`src/sv/assert_macros.svh`:
```
// Assertion helpers shared by the RTL. Each macro expects clk and rst_n in scope.
`ifndef ASSERT_MACROS_SVH
`define ASSERT_MACROS_SVH

// Same-cycle implication.
`define ASSERT_IMPL(label, ante, cons) \
  label: assert property (@(posedge clk) disable iff (!rst_n) (ante) |-> (cons)) \
    else $error("assertion failed");

// Next-cycle implication.
`define ASSERT_NEXT(label, ante, cons) \
  label: assert property (@(posedge clk) disable iff (!rst_n) (ante) |=> (cons)) \
    else $error("assertion failed");

`endif

```
`src/sv/fanm_pkg.sv`:
```
`timescale 1ns / 1ps

package fanm_pkg;

  localparam int WORDS = 8;
  localparam int IDX_W = $clog2(WORDS);

  localparam logic [31:0] P_WORD0   = 32'hFFFFFC2F;
  localparam logic [31:0] P_WORD1   = 32'hFFFFFFFE;
  localparam logic [31:0] P_WORD_HI = 32'hFFFFFFFF;

  localparam logic MODE_ADD = 1'b0;
  localparam logic MODE_NEG = 1'b1;

  typedef struct packed {
    logic        mode;
    logic [31:0] a_word;
    logic [31:0] b_word;
  } in_t;

  typedef struct packed {
    logic [31:0] result_word;
    logic        last_word;
  } out_t;

  typedef struct packed {
    logic [31:0] x;
    logic [31:0] y;
    logic        cin;
    logic        sub;
  } alu_req_t;

  typedef struct packed {
    logic [31:0] res;
    logic        cout;
  } alu_rsp_t;

  function automatic logic [31:0] prime_word(input logic [IDX_W-1:0] idx);
    logic [31:0] w;
    case (idx)
      IDX_W'(0): w = P_WORD0;
      IDX_W'(1): w = P_WORD1;
      default:   w = P_WORD_HI;
    endcase
    return w;
  endfunction

endpackage

```
`src/sv/fanm_word_alu.sv`:
```
`timescale 1ns / 1ps

module fanm_word_alu (
  input  fanm_pkg::alu_req_t req,
  output fanm_pkg::alu_rsp_t rsp
);

  // Subtraction runs as x + ~y + ~borrow; the adder's carry is the inverted borrow, so cout gives the borrow.
  logic [31:0] y_eff;
  logic        c_eff;
  logic [32:0] sum;

  assign y_eff = req.sub ? ~req.y : req.y;
  assign c_eff = req.sub ? ~req.cin : req.cin;
  assign sum   = {1'b0, req.x} + {1'b0, y_eff} + {32'd0, c_eff};

  assign rsp.res  = sum[31:0];
  assign rsp.cout = req.sub ? ~sum[32] : sum[32];

endmodule

```
`src/sv/field_add_negate_mod_p_top.sv`:
```
`timescale 1ns / 1ps
// Channel  Direction  Payload            Handshake
// in       input      fanm_pkg::in_t     in_valid / in_stall
// out      output     fanm_pkg::out_t    out_valid / out_stall
// An add word passes through accept, sum step and difference step, and a negate word
// through accept and difference step, all through one shared 32-bit add/subtract unit.
// After the eighth word, eight result words follow, one per cycle when out is not stalled.
// Synchronous active-low reset clears the sequencer; the word buffers are not cleared.

`include "assert_macros.svh"

module field_add_negate_mod_p_top (
  input  logic           clk,
  input  logic           rst_n,
  input  logic           in_valid,
  output logic           in_stall,
  input  fanm_pkg::in_t  in_data,
  output logic           out_valid,
  input  logic           out_stall,
  output fanm_pkg::out_t out_data
);

  localparam int IDX_W = fanm_pkg::IDX_W;
  localparam logic [IDX_W-1:0] LAST_IDX = IDX_W'(fanm_pkg::WORDS - 1);

  localparam logic [1:0] S_IDLE = 2'd0;
  localparam logic [1:0] S_SUM  = 2'd1;
  localparam logic [1:0] S_DIFF = 2'd2;
  localparam logic [1:0] S_EMIT = 2'd3;

  logic [1:0]       state_r, state_nxt;
  logic [IDX_W-1:0] idx_r, idx_nxt;
  logic [IDX_W-1:0] oi_r, oi_nxt;
  logic             op_r, op_nxt;
  logic             carry_r, carry_nxt;
  logic             borrow_r, borrow_nxt;
  logic             nz_r, nz_nxt;
  logic             take_diff_r, take_diff_nxt;
  logic             zero_r, zero_nxt;
  logic [31:0]      a_r, b_r, t_r;
  logic [31:0]      sum_mem_r [fanm_pkg::WORDS];
  logic [31:0]      diff_mem_r [fanm_pkg::WORDS];

  fanm_pkg::alu_req_t alu_req;
  fanm_pkg::alu_rsp_t alu_rsp;
  logic               in_accept;
  logic               out_accept;

  fanm_word_alu u_alu (
    .req(alu_req),
    .rsp(alu_rsp)
  );

  assign in_stall   = (state_r != S_IDLE);
  assign in_accept  = in_valid && !in_stall;
  assign out_valid  = (state_r == S_EMIT);
  assign out_accept = out_valid && !out_stall;

  assign out_data.result_word = zero_r ? 32'd0 :
                                (take_diff_r ? diff_mem_r[oi_r] : sum_mem_r[oi_r]);
  assign out_data.last_word   = (oi_r == LAST_IDX);

  always_comb begin
    state_nxt     = state_r;
    idx_nxt       = idx_r;
    oi_nxt        = oi_r;
    op_nxt        = op_r;
    carry_nxt     = carry_r;
    borrow_nxt    = borrow_r;
    nz_nxt        = nz_r;
    take_diff_nxt = take_diff_r;
    zero_nxt      = zero_r;
    alu_req.x     = a_r;
    alu_req.y     = b_r;
    alu_req.cin   = carry_r;
    alu_req.sub   = 1'b0;
    unique case (state_r)
      S_IDLE: begin
        if (in_accept) begin
          if (idx_r == '0) begin
            op_nxt     = in_data.mode;
            carry_nxt  = 1'b0;
            borrow_nxt = 1'b0;
            nz_nxt     = 1'b0;
          end
          state_nxt = (op_nxt == fanm_pkg::MODE_ADD) ? S_SUM : S_DIFF;
        end
      end
      S_SUM: begin
        carry_nxt = alu_rsp.cout;
        state_nxt = S_DIFF;
      end
      S_DIFF: begin
        alu_req.sub = 1'b1;
        alu_req.cin = borrow_r;
        if (op_r == fanm_pkg::MODE_NEG) begin
          alu_req.x = fanm_pkg::prime_word(idx_r);
          alu_req.y = a_r;
          if (a_r != 32'd0) begin
            nz_nxt = 1'b1;
          end
        end else begin
          alu_req.x = t_r;
          alu_req.y = fanm_pkg::prime_word(idx_r);
        end
        borrow_nxt = alu_rsp.cout;
        if (idx_r == LAST_IDX) begin
          idx_nxt   = '0;
          oi_nxt    = '0;
          state_nxt = S_EMIT;
          if (op_r == fanm_pkg::MODE_NEG) begin
            take_diff_nxt = 1'b1;
            zero_nxt      = !nz_nxt;
          end else begin
            take_diff_nxt = carry_r || !alu_rsp.cout;
            zero_nxt      = 1'b0;
          end
        end else begin
          idx_nxt   = idx_r + 1'b1;
          state_nxt = S_IDLE;
        end
      end
      S_EMIT: begin
        if (out_accept) begin
          if (oi_r == LAST_IDX) begin
            state_nxt = S_IDLE;
          end else begin
            oi_nxt = oi_r + 1'b1;
          end
        end
      end
      default: begin
        state_nxt = S_IDLE;
      end
    endcase
  end

  always_ff @(posedge clk) begin
    if (!rst_n) begin
      state_r     <= S_IDLE;
      idx_r       <= '0;
      oi_r        <= '0;
      op_r        <= 1'b0;
      carry_r     <= 1'b0;
      borrow_r    <= 1'b0;
      nz_r        <= 1'b0;
      take_diff_r <= 1'b0;
      zero_r      <= 1'b0;
    end else begin
      state_r     <= state_nxt;
      idx_r       <= idx_nxt;
      oi_r        <= oi_nxt;
      op_r        <= op_nxt;
      carry_r     <= carry_nxt;
      borrow_r    <= borrow_nxt;
      nz_r        <= nz_nxt;
      take_diff_r <= take_diff_nxt;
      zero_r      <= zero_nxt;
    end
  end

  always_ff @(posedge clk) begin
    if (in_accept) begin
      a_r <= in_data.a_word;
      b_r <= in_data.b_word;
    end
    if (state_r == S_SUM) begin
      t_r              <= alu_rsp.res;
      sum_mem_r[idx_r] <= alu_rsp.res;
    end
    if (state_r == S_DIFF) begin
      diff_mem_r[idx_r] <= alu_rsp.res;
    end
  end

  `ASSERT_IMPL(a_no_input_while_emit, out_valid, in_stall)
  `ASSERT_NEXT(a_sum_then_diff, state_r == S_SUM, state_r == S_DIFF)
  `ASSERT_NEXT(a_last_ends_burst, out_accept && out_data.last_word, !out_valid)
  `ASSERT_NEXT(a_first_word_clears, in_accept && (idx_r == '0), !carry_r && !borrow_r)

endmodule

```
`config.mk`:
```
export PLATFORM = sky130hd
export DESIGN_NAME = field_add_negate_mod_p_top
export DESIGN_NICKNAME = d
export VERILOG_FILES = /design/src/sv/fanm_pkg.sv /design/src/sv/fanm_word_alu.sv /design/src/sv/field_add_negate_mod_p_top.sv
export VERILOG_INCLUDE_DIRS = /design/src /design/src/sv
export SDC_FILE = /design/constraint.sdc
export NUM_CORES = 1
export LEC_CHECK = 0
export BUFFER_PORTS_ARGS = -buffer_cell sky130_fd_sc_hd__buf_4
export CAP_MARGIN = 15
export CORE_ASPECT_RATIO = 0.7
export CORE_MARGIN = 1
export CORE_UTILIZATION = 40
export CTS_CLUSTER_SIZE = 12
export DETAILED_ROUTE_END_ITERATION = 16
export PLACE_DENSITY = 0.53
export RECOVER_POWER = 50
export SETUP_SLACK_MARGIN = 0.2
export SYNTH_ARGS = -nofsm -noshare
export SYNTH_HDL_FRONTEND = slang
export SYNTH_SLANG_ARGS = --single-unit
```
`constraint.sdc`:
```
create_clock -name clk -period 5.9 [get_ports clk]
set_input_delay 1.475 -clock clk [delete_from_list [all_inputs] [get_ports clk]]
set_output_delay 1.475 -clock clk [all_outputs]
set_load 0.005 [all_outputs]
```
==> key figures <==
Clock network
  • Hold_buf cts: 0
  • H-tree depth: 2
  • Clk buf depth: 3
  • Clk root buf: clkbuf_16
  • Worst-Skew Late Latency: approximately 0.63 ns
  • CTS tree: yes
  • CTS buffer count: 60
  • Clk pin slew, worst setup/hold paths: 0.06 ns
  • CTS Sinks: 625
  • Post-cts resize count: 0
  • Setup Fix Bufs, Post-CTS: 0

Floorplanning
  • Die H: 215.4 um
  • Core region area: between 0.06 and 0.07 sq mm
  • Initial core utilization: 0.4086
  • Die area: 0.06610 sq mm
  • Die Width: 306.9 um
  • Site Rows: 77
  • I/O pins: 104

Yosys
  • Post-synthesis xor/xnor area fraction: 0.008414
  • Netlist cell types: 65
  • Post-synth top cells: 608 x edfxtp_1, 160 x mux4_2, 120 x nand2_1
  • Mapped Area: 0.02602 sq mm
  • Leading post-synthesis cells by cell area: edfxtp_1 70%, mux4_2 14%, ha_1 1.8%
  • Number of synthesized flops with an enable pin: 608
  • Top cell type's share of synthesized area: 0.7016
  • Synth Flop Type: edfxtp_1
  • Largest family of logic cells by synthesized area: multiplexers
  • Asr flop ratio synth: 0
  • Complex-gate fraction of the synthesized area: 0.05212
  • Yosys top cell by area: edfxtp_1
  • Flops & latches, synth: around 630
  • Synth Area in Simple Gates: 0.04952
  • Post-synthesis adder-cell area fraction: 0.01981
  • Syn Inst Count: 1420
  • Syn Area/Cell: approximately 18 sq um
  • Yosys warning count: 0
  • Mux cell area share after synthesis: 0.1410
  • Sequential-to-total area share from yosys stat: 0.7147
  • Syn nets: 1529
  • Most numerous cell in the Yosys netlist: edfxtp_1

STA
  • Post-Route Setup TNS: 0 ns
  • Worst slew margin: -1.345
  • Final worst slack: 0.6649 ns
  • Slew Viols, Final: 460
  • Hold slack final: 0.4936 ns
  • Highest clock rate: 0.1910 GHz
  • Tcrit/Tclk final: 0.8873
  • Slew of the pin with the lowest slew margin: 3.517 ns
  • Final setup skew: ~0.018 ns
  • Fin crit period: 5.235 ns
  • Final setup fails: 0
  • Hold Fails Final Rpt: 0
  • RSZ-0062 raised after global routing: false

Critical path
  • Worst EP arrival: 5.46 ns
  • Slowest cell on the critical path: clkbuf_1
  • Crit path top cell by count: clkbuf_1
  • Required @ worst endpoint: 6.12 ns
  • CP Launch Point: state_r[0]$_SDFFE_PN0P_
  • R2r worst-path depth: 5
  • Reg-to-Reg Start: state_r[0]$_SDFFE_PN0P_
  • Maximum fanout along the worst path: 35
  • Worst r2r dst: sum_mem_r[3][16]$_DFFE_PP_
  • Worst-path cell chain: nor2b_2, clkbuf_1, nand2b_1, nor2_4, clkbuf_1
  • Kind of critical path: register to register
  • R2R setup slack: 0.66 ns
  • Nature of the critical path startpoint: register
  • Worst setup endpoint: sum_mem_r[3][16]$_DFFE_PP_
  • CP Capture Type: register
  • CP max stage delay: around 1.6 ns

Drt
  • Initial DRC Count: 1303
  • DR vias/cell: 5.578
  • DRC: 0
  • Antenna viol nets, final: 0
  • Total wire length: 62440 um
  • Pre-antenna DRT Iters: 5
  • Avg WL per Cell: 25.30 um
  • DR vias: 13770

Placed design
  • RD Place Congestion: 0.8651
  • Dpl ws: 0.8968 ns
  • Post-DP HPWL: between 30000 and 40000 um
  • Placed Cells: 2373
  • IO buf count: 103
  • Placed Area: 0.02817 sq mm

GRT
  • First-pass GRT wire length: 93540 um
  • Grt ovf: 0
  • Largest net degree at the start of global routing: 103
  • Vias in the first global route: 14150
  • GRT Total Usage: 0.1928
  • Antenna violations before repair: 0

Outcome
  • Failing checks: capacitance limit, slew limit
  • Status: finished with violations

Final layout
  • Nets: approximately 1700
  • Final cell count without fillers: 2468
  • Share of layout cells above drive strength 1: 0.2545
  • Area growth, synth to finish: 14.36%
  • Cell area after layout: 0.02976 sq mm
  • Number of diodes: 0

Pwr
  • Max VDD drop: 0.2558 mV
  • Leakage: 9.641 nW
  • PwrDens: 391.6 mW/mm^2

Job
  • Max-cap violations: 15

Min path
  • Hold WC Path Type: register to register
## logic make-up (layout without fill, tap and decap cells)
kind of cell	Yosys count	count (layout)
mux	166	166
fa+ha+maj	40	40
flops	625	625
xor+xnor	25	25
buf+inv	95	274
simple gates	264	264
compound gates	205	205
## state kept, by name (all words and copies together) (netlist names), named ones only
name / flops
state_r: 2
zero_r: 1
oi_r: 3
carry_r: 1
t_r: 32
a_r: 32
op_r: 1
diff_mem_r: 256
sum_mem_r: 256
take_diff_r: 1
idx_r: 3
borrow_r: 1
nz_r: 1
b_r: 32
## how the worst min path moves through the flow
stage,slack (ns),cells past startpoint,end,from
after detailed placement,0.47,2,register,oi_r[1]$_SDFFE_PN0P_
after global routing,0.53,2,borrow_r$_SDFFE_PN0P_,borrow_r$_SDFFE_PN0P_
after global placement,0.47,2,register,oi_r[1]$_SDFFE_PN0P_
after floorplan,0.46,2,borrow_r$_SDFFE_PN0P_,borrow_r$_SDFFE_PN0P_
after CTS,0.48,2,register,oi_r[1]$_SDFFE_PN0P_
final,0.49,2,borrow_r$_SDFFE_PN0P_,borrow_r$_SDFFE_PN0P_
## final cells by class
| cell class | count | area (sq um) |
|---|---|---|
| inverters | 21 | 78.83 |
| repair buffers | 162 | 1204 |
| fillers | 5447 | 33920 |
| well taps | 869 | 1087 |
| multi-input cells | 700 | 7104 |
| clock inverters | 8 | 46.29 |
| clock buffers | 83 | 1629 |
| flip-flops and latches | 625 | 18610 |
## power by group
part / switching, mW / internal (mW) / total, mW / leakage, nW
Combinational: 1.53 / 0.713 / 2.25 / 3.16
Sequential: 0.0595 / 5.89 / 5.95 / 5.66
Clock: 1.56 / 1.89 / 3.45 / 0.813
## placed cells by master (no fill, tap or decap), types with 5 or more instances in the layout
master and count:
dfxtp_1 12, clkbuf_4 66, xor2_1 11, clkbuf_1 32, a211oi_1 7, xnor2_1 14
inv_1 21, o21ai_0 50, nor2b_1 40, nand2b_1 8, buf_4 79, mux4_2 160
nor2_1 23, edfxtp_1 608, a31oi_1 5, nand2_1 120, nor3_1 13, o31ai_1 26
nor2_4 5, a21boi_0 7, o21bai_1 5, nand4_1 5, nor4_1 10, ha_1 38
o21a_1 7, o211ai_1 9, a21o_1 16, a21oi_1 48, clkbuf_16 61, nand3_1 8
## metrics by stage
stage	util	power, mW
2_1_floorplan	-	7.304
3_3_place_gp	0.4424	8.232
3_5_place_dp	0.4424	8.296
4_1_cts	0.4687	11.77
5_1_grt	0.4673	12.16
6_report	0.4673	11.65
## worst max-delay path, delay by kind of cell (launching register included)
| family | cells | cell delay (ns) |
|---|---|---|
| and+or+nand+nor | 3 | 1.53 |
| buffers and inverters | 2 | 2.80 |
| DFF | 1 | 0.47 |
## layer usage
layer  vias to the layer above  track usage  share of wire
li1                       6061            -              -
met1                      7302       0.2865           0.47
met2                       343       0.2986           0.46
met3                        61      0.03172          0.052
met4                         0      0.04383          0.015
met5                         -            0              0
Note: power is estimated with default switching activity, not from simulation.
